**config.mk**
```make
export PLATFORM = sky130hd
export DESIGN_NAME = json_message_field_extractor
export DESIGN_NICKNAME = d
export VERILOG_FILES = /design/src/jmfe_pkg.sv /design/src/jmfe_addr.sv /design/src/json_message_field_extractor.sv /design/src/jmfe_parse.sv
export SDC_FILE = /design/constraint.sdc
export NUM_CORES = 1
export LEC_CHECK = 0
export BUFFER_PORTS_ARGS = -buffer_cell sky130_fd_sc_hd__buf_2
export CAP_MARGIN = 20
export CORE_MARGIN = 2
export CORE_UTILIZATION = 25
export DETAILED_ROUTE_END_ITERATION = 10
export HOLD_SLACK_MARGIN = 0.15
export PLACE_DENSITY = 0.48
export SYNTH_ARGS = -nofsm -noshare
export SYNTH_HDL_FRONTEND = slang
export SYNTH_SLANG_ARGS = --single-unit
```
**constraint.sdc**
```tcl
create_clock -name i_clk -period 12.6 [get_ports i_clk]
set_clock_uncertainty 0.15 [all_clocks]
set_input_delay 1.89 -clock i_clk [delete_from_list [all_inputs] [get_ports i_clk]]
set_output_delay 1.89 -clock i_clk [all_outputs]
set_load 0.01 [all_outputs]
```
**src/jmfe_pkg.sv**
```systemverilog
// Package for the JSON message field extractor: phase codes, result kinds,
// size limits and key-name lookup functions. No dependencies.
`default_nettype none
package jmfe_pkg;

    localparam int ValueMax   = 63;
    localparam int PayloadMax = 1023;
    localparam int LenW       = 10;

    localparam logic [4:0] PH_START      = 5'd0;
    localparam logic [4:0] PH_TOP_MEMBER = 5'd1;
    localparam logic [4:0] PH_TOP_KEY    = 5'd2;
    localparam logic [4:0] PH_TOP_COLON  = 5'd3;
    localparam logic [4:0] PH_TOP_VALUE  = 5'd4;
    localparam logic [4:0] PH_BODY       = 5'd5;
    localparam logic [4:0] PH_TOP_AFTER  = 5'd6;
    localparam logic [4:0] PH_HDR_MEMBER = 5'd7;
    localparam logic [4:0] PH_HDR_KEY    = 5'd8;
    localparam logic [4:0] PH_HDR_COLON  = 5'd9;
    localparam logic [4:0] PH_HDR_VALUE  = 5'd10;
    localparam logic [4:0] PH_HOST       = 5'd11;
    localparam logic [4:0] PH_OTHER      = 5'd12;
    localparam logic [4:0] PH_XFF        = 5'd13;
    localparam logic [4:0] PH_XFF_REST   = 5'd14;
    localparam logic [4:0] PH_HDR_AFTER  = 5'd15;

    localparam logic [2:0] K_ROUTE_CLR = 3'd0;
    localparam logic [2:0] K_ROUTE     = 3'd1;
    localparam logic [2:0] K_PAY_CLR   = 3'd2;
    localparam logic [2:0] K_PAY       = 3'd3;
    localparam logic [2:0] K_OK        = 3'd4;
    localparam logic [2:0] K_ERR       = 3'd5;

    localparam logic [1:0] TGT_NONE = 2'd0;
    localparam logic [1:0] TGT_A    = 2'd1;
    localparam logic [1:0] TGT_B    = 2'd2;

    typedef struct packed {
        logic       valid;
        logic [2:0] kind;
        logic [7:0] data;
    } t_result;

    function automatic logic [7:0] name_headers(input logic [4:0] p);
        unique case (p)
            5'd0: name_headers = "h";
            5'd1: name_headers = "e";
            5'd2: name_headers = "a";
            5'd3: name_headers = "d";
            5'd4: name_headers = "e";
            5'd5: name_headers = "r";
            5'd6: name_headers = "s";
            default: name_headers = 8'd0;
        endcase
    endfunction

    function automatic logic [7:0] name_body(input logic [4:0] p);
        unique case (p)
            5'd0: name_body = "b";
            5'd1: name_body = "o";
            5'd2: name_body = "d";
            5'd3: name_body = "y";
            default: name_body = 8'd0;
        endcase
    endfunction

    function automatic logic [7:0] name_host(input logic [4:0] p);
        unique case (p)
            5'd0: name_host = "H";
            5'd1: name_host = "o";
            5'd2: name_host = "s";
            5'd3: name_host = "t";
            default: name_host = 8'd0;
        endcase
    endfunction

    function automatic logic [7:0] name_xff(input logic [4:0] p);
        unique case (p)
            5'd0:  name_xff = "X";
            5'd1:  name_xff = "-";
            5'd2:  name_xff = "F";
            5'd3:  name_xff = "o";
            5'd4:  name_xff = "r";
            5'd5:  name_xff = "w";
            5'd6:  name_xff = "a";
            5'd7:  name_xff = "r";
            5'd8:  name_xff = "d";
            5'd9:  name_xff = "e";
            5'd10: name_xff = "d";
            5'd11: name_xff = "-";
            5'd12: name_xff = "F";
            5'd13: name_xff = "o";
            5'd14: name_xff = "r";
            default: name_xff = 8'd0;
        endcase
    endfunction

endpackage
`default_nettype wire

```
**src/jmfe_addr.sv**
```systemverilog
// Dotted-quad address accumulator for the forwarded-for item.
// Depends on jmfe_pkg.
`default_nettype none
module jmfe_addr
    import jmfe_pkg::*;
(
    input  wire logic        i_clk,
    input  wire logic        i_rst_n,
    input  wire logic        i_clear,   // restart address
    input  wire logic        i_commit,  // close current group
    input  wire logic        i_char,    // feed one character
    input  wire logic [7:0]  i_c,
    output logic [31:0]      o_addr
);
    logic [9:0]  r_acc, n_acc;
    logic [1:0]  r_cnt, n_cnt;
    logic [2:0]  r_idx, n_idx;
    logic        r_stop, n_stop;
    logic [31:0] r_addr, n_addr;
    logic [4:0]  shamt;
    logic        do_commit;
    logic        feed;

    assign o_addr = r_addr;

    always_comb begin
        n_acc = r_acc; n_cnt = r_cnt; n_idx = r_idx; n_stop = r_stop; n_addr = r_addr;
        do_commit = 1'b0;
        feed = 1'b0;
        if (i_clear) begin
            n_acc = '0; n_cnt = '0; n_idx = '0; n_stop = 1'b0; n_addr = '0;
        end else if (i_commit) begin
            do_commit = 1'b1;
        end else if (i_char && r_idx < 3'd4) begin
            if (i_c == ".") begin
                do_commit = 1'b1;
            end else if (r_cnt == 2'd3) begin
                do_commit = 1'b1;
                feed = (r_idx != 3'd3);
            end else begin
                feed = 1'b1;
            end
        end
        shamt = 5'(5'd24 - {r_idx[1:0], 3'b000});
        if (do_commit) begin
            if (r_idx < 3'd4) begin
                n_addr = r_addr | (32'(r_acc) << shamt);
                n_idx  = r_idx + 3'd1;
            end
            n_acc = '0; n_cnt = '0; n_stop = 1'b0;
        end
        if (feed) begin
            if (!(do_commit ? 1'b0 : r_stop) && i_c >= "0" && i_c <= "9") begin
                n_acc = 10'((do_commit ? 10'd0 : r_acc) * 10'd10 + 10'(i_c - "0"));
            end else begin
                n_stop = 1'b1;
            end
            n_cnt = (do_commit ? 2'd0 : r_cnt) + 2'd1;
        end
    end

    always_ff @(posedge i_clk) begin
        if (!i_rst_n) begin
            r_acc <= '0; r_cnt <= '0; r_idx <= '0; r_stop <= 1'b0; r_addr <= '0;
        end else begin
            r_acc <= n_acc; r_cnt <= n_cnt; r_idx <= n_idx; r_stop <= n_stop;
            r_addr <= n_addr;
        end
    end
endmodule
`default_nettype wire

```
**src/json_message_field_extractor.sv**
```systemverilog
// JSON message field extractor: one message byte in per transaction, at most
// one result transaction out.
//
// Input channel: i_valid / o_stall with i_msg_byte and i_start_of_message.
// i_start_of_message restarts the parse before its byte is taken.
// Output channel: o_valid / i_stall with o_kind, o_data_byte and
// o_client_address. Kinds: route clear, route byte, payload clear, payload
// byte, message ok (with the address), message error.
//
// Throughput: one byte per cycle while o_stall is low. All parse work for a
// byte is done in the cycle it is accepted; its result is registered in the
// output register, or in the single skid entry while the output is held, so
// a byte is still taken in the cycle the receiver raises stall; o_stall
// rises only once the skid entry holds a result.
// Reset (synchronous, active low) returns the parser to waiting for the
// opening brace and empties both output registers.
// After message ok or error, bytes are consumed without result until the
// next start of message. Route bytes are capped at 63, payload at 1023.
`default_nettype none
module json_message_field_extractor
    import jmfe_pkg::*;
(
    input  wire logic        i_clk,
    input  wire logic        i_rst_n,
    input  wire logic        i_valid,
    output logic             o_stall,
    input  wire logic [7:0]  i_msg_byte,
    input  wire logic        i_start_of_message,
    output logic             o_valid,
    input  wire logic        i_stall,
    output logic [2:0]       o_kind,
    output logic [7:0]       o_data_byte,
    output logic [31:0]      o_client_address
);
    logic        take;
    t_result     res;
    logic        a_clear, a_commit, a_char;
    logic [31:0] addr;

    // Output register plus skid entry.
    logic        r_ov, r_sv;
    logic [2:0]  r_ok, r_sk;
    logic [7:0]  r_od, r_sd;
    logic [31:0] r_oa, r_sa;
    logic        res_ok;

    assign o_stall = r_sv;
    assign take    = i_valid && !r_sv;

    jmfe_parse u_parse (
        .i_clk, .i_rst_n, .i_take(take), .i_c(i_msg_byte), .i_som(i_start_of_message),
        .o_res(res), .o_a_clear(a_clear), .o_a_commit(a_commit), .o_a_char(a_char),
        .o_ok(res_ok)
    );

    jmfe_addr u_addr (
        .i_clk, .i_rst_n, .i_clear(a_clear), .i_commit(a_commit), .i_char(a_char),
        .i_c(i_msg_byte), .o_addr(addr)
    );

    // The address register is only updated by XFF bytes and start of message, never
    // on the ok byte, so its current value is the one to report.
    logic [31:0] res_addr;
    assign res_addr = res_ok ? addr : 32'd0;

    always_ff @(posedge i_clk) begin
        if (!i_rst_n) begin
            r_ov <= 1'b0;
            r_sv <= 1'b0;
        end else begin
            if (!r_ov || !i_stall) begin
                // Output free: advance skid, else new result.
                if (r_sv) begin
                    r_ov <= 1'b1; r_ok <= r_sk; r_od <= r_sd; r_oa <= r_sa;
                    r_sv <= 1'b0;
                end else begin
                    r_ov <= take && res.valid;
                    r_ok <= res.kind; r_od <= res.data; r_oa <= res_addr;
                end
            end else if (take && res.valid) begin
                // Output held: park in skid.
                r_sv <= 1'b1;
                r_sk <= res.kind; r_sd <= res.data; r_sa <= res_addr;
            end
        end
    end

    assign o_valid          = r_ov;
    assign o_kind           = r_ok;
    assign o_data_byte      = r_od;
    assign o_client_address = r_oa;
endmodule
`default_nettype wire

```
**src/jmfe_parse.sv**
```systemverilog
// Byte-level parse sequencer: phase, key matching and value lengths.
// Depends on jmfe_pkg.
`default_nettype none
module jmfe_parse
    import jmfe_pkg::*;
(
    input  wire logic        i_clk,
    input  wire logic        i_rst_n,
    input  wire logic        i_take,
    input  wire logic [7:0]  i_c,
    input  wire logic        i_som,
    output t_result          o_res,
    output logic             o_a_clear,
    output logic             o_a_commit,
    output logic             o_a_char,
    output logic             o_ok
);
    logic [4:0]      r_ph, n_ph, ph;
    logic [4:0]      r_kp, n_kp, kp;
    logic [1:0]      r_ka, n_ka, ka;
    logic [1:0]      r_tg, n_tg, tg;
    logic [LenW-1:0] r_len, n_len, len;
    logic            r_fin, n_fin, fin;
    logic            is_hdr_key;
    logic [7:0]      na, nb;
    logic [4:0]      la, lb;

    always_comb begin
        // Restart before the byte is taken.
        ph  = i_som ? PH_START : r_ph;
        kp  = i_som ? 5'd0 : r_kp;
        ka  = i_som ? 2'd3 : r_ka;
        tg  = i_som ? TGT_NONE : r_tg;
        len = i_som ? '0 : r_len;
        fin = i_som ? 1'b0 : r_fin;
        n_ph = ph; n_kp = kp; n_ka = ka; n_tg = tg; n_len = len; n_fin = fin;
        o_res = '0;
        o_a_clear  = i_som;
        o_a_commit = 1'b0;
        o_a_char   = 1'b0;
        o_ok       = 1'b0;
        is_hdr_key = (ph == PH_HDR_KEY);
        na = is_hdr_key ? name_host(kp) : name_headers(kp);
        nb = is_hdr_key ? name_xff(kp)  : name_body(kp);
        la = is_hdr_key ? 5'd4  : 5'd7;
        lb = is_hdr_key ? 5'd15 : 5'd4;
        if (fin) begin
            // Drop bytes until next message.
        end else if (i_c == 8'd0) begin
            n_fin = 1'b1; o_res = '{1'b1, K_ERR, 8'd0};
        end else begin
            unique case (ph)
                PH_START: begin
                    if (i_c == "{") n_ph = PH_TOP_MEMBER;
                    else if (i_c != " ") begin n_fin = 1'b1; o_res = '{1'b1, K_ERR, 8'd0}; end
                end
                PH_TOP_MEMBER, PH_TOP_AFTER: begin
                    if (ph == PH_TOP_AFTER) n_ph = PH_TOP_MEMBER;
                    if (ph == PH_TOP_AFTER && i_c == ",") begin
                    end else if (i_c == " ") begin
                    end else if (i_c == "}") begin
                        n_fin = 1'b1; o_ok = 1'b1; o_res = '{1'b1, K_OK, 8'd0};
                    end else begin
                        n_kp = '0; n_ka = 2'd3; n_ph = PH_TOP_KEY;
                    end
                end
                PH_TOP_KEY, PH_HDR_KEY: begin
                    if (i_c == "\"") begin
                        if (ka[0] && kp == la) n_tg = TGT_A;
                        else if (ka[1] && kp == lb) n_tg = TGT_B;
                        else n_tg = TGT_NONE;
                        n_ph = is_hdr_key ? PH_HDR_COLON : PH_TOP_COLON;
                    end else begin
                        if (kp >= la || na != i_c) n_ka[0] = 1'b0;
                        if (kp >= lb || nb != i_c) n_ka[1] = 1'b0;
                        if (kp < 5'd31) n_kp = kp + 5'd1;
                    end
                end
                PH_TOP_COLON, PH_HDR_COLON: begin
                    if (i_c == ":") n_ph = (ph == PH_TOP_COLON) ? PH_TOP_VALUE : PH_HDR_VALUE;
                    else if (i_c != " ") begin n_fin = 1'b1; o_res = '{1'b1, K_ERR, 8'd0}; end
                end
                PH_TOP_VALUE: begin
                    if (i_c == " ") begin
                    end else if (tg == TGT_A) begin
                        if (i_c != "{") begin n_fin = 1'b1; o_res = '{1'b1, K_ERR, 8'd0}; end
                        else n_ph = PH_HDR_MEMBER;
                    end else if (tg == TGT_B) begin
                        n_len = '0; n_ph = PH_BODY; o_res = '{1'b1, K_PAY_CLR, 8'd0};
                    end else begin
                        n_fin = 1'b1; o_res = '{1'b1, K_ERR, 8'd0};
                    end
                end
                PH_BODY: begin
                    if (i_c == "\"") n_ph = PH_TOP_AFTER;
                    else if (len < LenW'(PayloadMax)) begin
                        n_len = len + 1'b1; o_res = '{1'b1, K_PAY, i_c};
                    end
                end
                PH_HDR_MEMBER, PH_HDR_AFTER: begin
                    if (i_c == " ") begin
                    end else if (ph == PH_HDR_AFTER && i_c == ",") begin
                        n_ph = PH_HDR_MEMBER;
                    end else if (i_c == "}") begin
                        n_ph = PH_TOP_AFTER;
                    end else begin
                        n_kp = '0; n_ka = 2'd3; n_ph = PH_HDR_KEY;
                    end
                end
                PH_HDR_VALUE: begin
                    if (i_c != " ") begin
                        n_len = '0;
                        if (tg == TGT_A) begin
                            n_ph = PH_HOST; o_res = '{1'b1, K_ROUTE_CLR, 8'd0};
                        end else if (tg == TGT_B) begin
                            o_a_clear = 1'b1; n_ph = PH_XFF;
                        end else begin
                            n_ph = PH_OTHER;
                        end
                    end
                end
                PH_HOST: begin
                    if (i_c == "\"") n_ph = PH_HDR_AFTER;
                    else if (len < LenW'(ValueMax)) begin
                        n_len = len + 1'b1; o_res = '{1'b1, K_ROUTE, i_c};
                    end
                end
                PH_OTHER, PH_XFF_REST: begin
                    if (i_c == "\"") n_ph = PH_HDR_AFTER;
                end
                PH_XFF: begin
                    if (i_c == "\"") begin
                        o_a_commit = 1'b1; n_ph = PH_HDR_AFTER;
                    end else if (i_c == ",") begin
                        o_a_commit = 1'b1; n_ph = PH_XFF_REST;
                    end else if (len < LenW'(ValueMax)) begin
                        n_len = len + 1'b1; o_a_char = 1'b1;
                    end
                end
                default: begin
                    n_fin = 1'b1; o_res = '{1'b1, K_ERR, 8'd0};
                end
            endcase
        end
        if (!i_take) begin
            o_a_clear = 1'b0; o_a_commit = 1'b0; o_a_char = 1'b0;
        end
    end

    always_ff @(posedge i_clk) begin
        if (!i_rst_n) begin
            r_ph <= PH_START; r_kp <= '0; r_ka <= 2'd3; r_tg <= TGT_NONE;
            r_len <= '0; r_fin <= 1'b0;
        end else if (i_take) begin
            r_ph <= n_ph; r_kp <= n_kp; r_ka <= n_ka; r_tg <= n_tg;
            r_len <= n_len; r_fin <= n_fin;
        end
    end
endmodule
`default_nettype wire

```
==> flow_summary.html <==
<table>
<tr><th>Metric</th><th>Value</th></tr>
<tr><th colspan="2">Outcome</th></tr>
<tr><td>Outcome</td><td>completed</td></tr>
<tr><th colspan="2">Placement</th></tr>
<tr><td>Buffers added on ports</td><td>57</td></tr>
<tr><td>Gpl congestion</td><td>0.8990</td></tr>
<tr><td>Sum of net half-perimeters after detailed placement</td><td>20170 µm</td></tr>
<tr><td>Area post-placement</td><td>10340 µm²</td></tr>
<tr><th colspan="2">Route</th></tr>
<tr><td>DRC marker count from the first detailed-route iteration</td><td>650</td></tr>
<tr><td>Detailed-route vias per instance</td><td>5.055</td></tr>
<tr><td>Via total after detailed routing</td><td>7901</td></tr>
<tr><td>Post-route antenna net violation count</td><td>0</td></tr>
<tr><td>Remaining design rule violation count</td><td>0</td></tr>
<tr><td>Router iterations before antenna repair</td><td>7</td></tr>
<tr><td>Final routed wire length divided by cell count</td><td>18.13 µm</td></tr>
<tr><td>Total wirelength of the detailed-routed design</td><td>28330 µm</td></tr>
<tr><th colspan="2">Cells and area</th></tr>
<tr><td>Nets</td><td>1091</td></tr>
<tr><td>Cell area after layout</td><td>10950 µm²</td></tr>
<tr><td>Antenna diode instance count</td><td>0</td></tr>
<tr><td>Area growth from synthesis to layout</td><td>14.09%</td></tr>
<tr><td>Layout cell share with drive strength beyond 1</td><td>16.35%</td></tr>
<tr><th colspan="2">GRT</th></tr>
<tr><td>Wire length of the first global-routing pass</td><td>43820 µm</td></tr>
<tr><td>Overall Global Routing Usage</td><td>14.45%</td></tr>
<tr><td>Total congestion overflow</td><td>0</td></tr>
<tr><td>Maximum number of pins on one net before global-route repair</td><td>79</td></tr>
<tr><td>Number of global-route vias before repair</td><td>7537</td></tr>
<tr><td>Initial antenna violation count</td><td>0</td></tr>
<tr><th colspan="2">STA</th></tr>
<tr><td>Worst slew margin relative to its limit</td><td>31.61%</td></tr>
<tr><td>Unrepaired setup endpoints after global routing</td><td>no</td></tr>
<tr><td>Hold Violations, Final</td><td>0</td></tr>
<tr><td>Final setup viols</td><td>0</td></tr>
<tr><td>Setup TNS after final layout</td><td>0 ns</td></tr>
<tr><td>Achievable Freq</td><td>0.1667 GHz</td></tr>
<tr><td>Portion of the clock cycle consumed by the worst path in the final layout</td><td>47.61%</td></tr>
<tr><td>Transition at the pin with the smallest max-transition slack</td><td>1.015 ns</td></tr>
<tr><td>Min cycle time layout</td><td>5.999 ns</td></tr>
<tr><td>Final-report max-slew violation count</td><td>0</td></tr>
<tr><th colspan="2">Die</th></tr>
<tr><td>Die Ht</td><td>199.9 µm</td></tr>
<tr><td>Core footprint</td><td>37760 µm²</td></tr>
<tr><td>Cell row count</td><td>71</td></tr>
<tr><td>Starting density of the core</td><td>25.42%</td></tr>
<tr><td>Top-Level Pins</td><td>58</td></tr>
<tr><td>Die W</td><td>199.9 µm</td></tr>
<tr><td>Floorplan die area</td><td>39970 µm²</td></tr>
<tr><th colspan="2">Clock tree</th></tr>
<tr><td>Clk_lat worst skew</td><td>0.46 ns</td></tr>
<tr><td>Clock buffers created by TritonCTS</td><td>17</td></tr>
<tr><td>Clock root cell</td><td>sky130_fd_sc_hd__clkbuf_16</td></tr>
<tr><td>TritonCTS clock tree</td><td>built</td></tr>
<tr><td>CTS Hold Buffers Added</td><td>0</td></tr>
<tr><td>Setup bufs post-CTS</td><td>0</td></tr>
<tr><td>Clock Path Buffers</td><td>2</td></tr>
<tr><td>Worst-path clk slew</td><td>0.06 ns</td></tr>
<tr><td>Number of clock sinks</td><td>161</td></tr>
<tr><td>CTS resizes</td><td>0</td></tr>
<tr><td>CTS H-Tree Depth</td><td>4</td></tr>
<tr><th colspan="2">Critical path</th></tr>
<tr><td>Required time reported for the critical path endpoint</td><td>12.78 ns</td></tr>
<tr><td>Worst setup EP type</td><td>flop</td></tr>
<tr><td>Setup Crit Path Kind</td><td>input port to flop</td></tr>
<tr><td>Beginning of the critical path</td><td>i_start_of_message</td></tr>
<tr><td>Launching point of the worst reg2reg path</td><td>u_parse.r_fin$_SDFFE_PN0P_</td></tr>
<tr><td>Worst EP arrival</td><td>6.18 ns</td></tr>
<tr><td>Largest fanout on the critical path</td><td>49</td></tr>
<tr><td>Startpoint types</td><td>input port</td></tr>
<tr><th colspan="2">Pwr</th></tr>
<tr><td>Power density over the cells</td><td>108.5 nW/µm²</td></tr>
<tr><td>Total leakage power</td><td>0.003984 µW</td></tr>
<tr><td>Peak supply drop</td><td>0.08855 mV</td></tr>
<tr><th colspan="2">Logic synthesis</th></tr>
<tr><td>Average size of a mapped cell</td><td>9.464 µm²</td></tr>
<tr><td>Total of warnings raised by yosys</td><td>0</td></tr>
<tr><td>Primary FF master, synth</td><td>sky130_fd_sc_hd__edfxtp_1</td></tr>
<tr><td>Ranking of synthesized cells by area</td><td>sky130_fd_sc_hd__edfxtp_1 27%, sky130_fd_sc_hd__dfxtp_1 16%, sky130_fd_sc_hd__mux2_2 5.2%</td></tr>
<tr><td>Seq/Total Area, Yosys</td><td>42.56%</td></tr>
<tr><td>Cell type with the largest total area after synthesis</td><td>sky130_fd_sc_hd__edfxtp_1</td></tr>
<tr><td>Top cells by instance count after synthesis</td><td>86 x sky130_fd_sc_hd__edfxtp_1, 75 x sky130_fd_sc_hd__dfxtp_1, 74 x sky130_fd_sc_hd__nand2_1, 67 x sky130_fd_sc_hd__a21oi_1, 63 x sky130_fd_sc_hd__nor2_1</td></tr>
<tr><td>Number of register bits inferred by synthesis</td><td>161</td></tr>
<tr><td>EDFF count, synth</td><td>86</td></tr>
<tr><td>Count of cell types in the netlist</td><td>77</td></tr>
<tr><td>Synth Net Count</td><td>1066</td></tr>
<tr><td>Dominant cell by count in the synthesized netlist</td><td>sky130_fd_sc_hd__edfxtp_1</td></tr>
<tr><td>Combined area of all synthesized cells</td><td>9597 µm²</td></tr>
<tr><td>Area share of the largest cell type after synthesis</td><td>26.91%</td></tr>
<tr><td>Asr flop ratio synth</td><td>0%</td></tr>
<tr><td>Post-Syn Instances</td><td>1014</td></tr>
<tr><th colspan="2">Flow run</th></tr>
<tr><td>Number of max-cap violations</td><td>0</td></tr>
<tr><th colspan="2">Hold path</th></tr>
<tr><td>Worst min-delay path category</td><td>flop to flop</td></tr>
<tr><td>Origin of the worst min-delay path</td><td>u_addr.o_addr[9]$_SDFF_PN0_</td></tr>
</table>
==> logic make-up (layout without fill, tap and decap cells) <==
family          Yosys count  in the layout  share of synthesized area [%]
mux                      44             44                          5.163
flops                   161            161                          42.56
simple gates            389            389                          22.07
xor+xnor                 34             34                          3.103
compound gates          261            261                          17.87
buf+inv                  86            124                          4.068
fa+ha+maj                39             39                          5.163
==> path summary, 6_finish.rpt <==
path,end,slack (ns),cells past startpoint
setup / recovery,u_addr.r_acc[8]$_SDFF_PN0_,6.60,18
hold / removal,u_addr.o_addr[9]$_SDFF_PN0_,0.31,2
setup reg to reg,u_addr.r_acc[8]$_SDFF_PN0_,7.81,16
hold reg to reg,u_addr.o_addr[9]$_SDFF_PN0_,0.31,2
==> power by group <==
| group | switching, µW | leakage, µW | internal, µW |
|---|---|---|---|
| combinational | 55.3 | 0.00230 | 29.8 |
| clock | 250 | 0.000299 | 287 |
| sequential | 5.42 | 0.00138 | 561 |
| total | 311 | 0.00398 | 878 |
==> cell usage in the layout (no fill, tap or decap), drive strengths merged, types with 4 or more instances in the layout <==
cell type   n
o211ai      7
nor4b       4
o21ai      49
nand2      74
o32ai       4
a31oi      12
nor2       63
xnor2      22
nor2b      49
inv        33
a22oi      35
nor3b      10
a21oi      67
dfxtp      75
a32oi       4
o2111ai     5
xor2       12
or2         4
a211oi      6
and3       20
mux2       44
nand3      34
clkbuf     19
ha         38
nand4b      4
and2       55
o31ai       6
o22ai      10
buf        68
o21a        6
edfxtp     86
nor4        8
nand4       6
nor3       28
a21boi     18
a21o        8
nand2b      6
==> registers in the layout, summed over array words and instances (netlist names), 3 cells and up <==
register / cells
o_client_address: 32
r_sa: 32
u_addr.o_addr: 32
u_addr.r_acc: 10
u_parse.r_len: 10
o_data_byte: 8
r_sd: 8
u_parse.r_kp: 5
u_parse.r_ph: 5
o_kind: 3
r_sk: 3
u_addr.r_idx: 3
==> area by class of cell <==
class	count	area [µm²]
Clock buffer	19	475.5
Sequential cell	161	4085
Inverter	24	90.09
Tap cell	511	639.4
Clock inverter	13	132.6
Multi-Input combinational cell	767	5134
Fill cell	3980	26810
Timing Repair Buffer	68	392.9
==> through the flow <==
step                      hold slack (ns)  power (µW)  setup slack (ns)  util [%]  instances
after detailed placement           0.3072       664.1             6.197     27.39       1531
after global placement             0.3064       663.2             6.235     27.28       1529
final                              0.3105        1188             6.601     29.00       1563
after global routing               0.3583        1236             6.332     29.00       1563
after CTS                          0.3165        1210             6.676     29.00       1563
after floorplan                    0.2888       634.1             5.836         -       1014
==> worst max-delay path, cell delays in order <==
cell	delay [ns]
sky130_fd_sc_hd__buf_2	0.07
sky130_fd_sc_hd__buf_4	0.44
sky130_fd_sc_hd__nor2b_1	0.31
sky130_fd_sc_hd__nor2_1	0.61
sky130_fd_sc_hd__and2_1	0.23
sky130_fd_sc_hd__o21ai_1	0.07
sky130_fd_sc_hd__buf_4	0.20
sky130_fd_sc_hd__and2_1	0.19
sky130_fd_sc_hd__ha_1	0.34
sky130_fd_sc_hd__ha_1	0.30
sky130_fd_sc_hd__a21o_1	0.16
sky130_fd_sc_hd__a21oi_1	0.21
sky130_fd_sc_hd__xnor2_1	0.10
sky130_fd_sc_hd__ha_1	0.36
sky130_fd_sc_hd__and3_2	0.21
sky130_fd_sc_hd__a211oi_2	0.23
sky130_fd_sc_hd__xor2_1	0.16
sky130_fd_sc_hd__o21ai_1	0.08
==> per-layer routing <==
layer  part of all wire, %  global-route usage [%]
met5                     0                       0
met4                   2.2                   5.597
met3                   4.1                   3.024
met2                    48                   24.05
met1                    46                   18.36
Note: power is estimated with default switching activity, not from simulation.
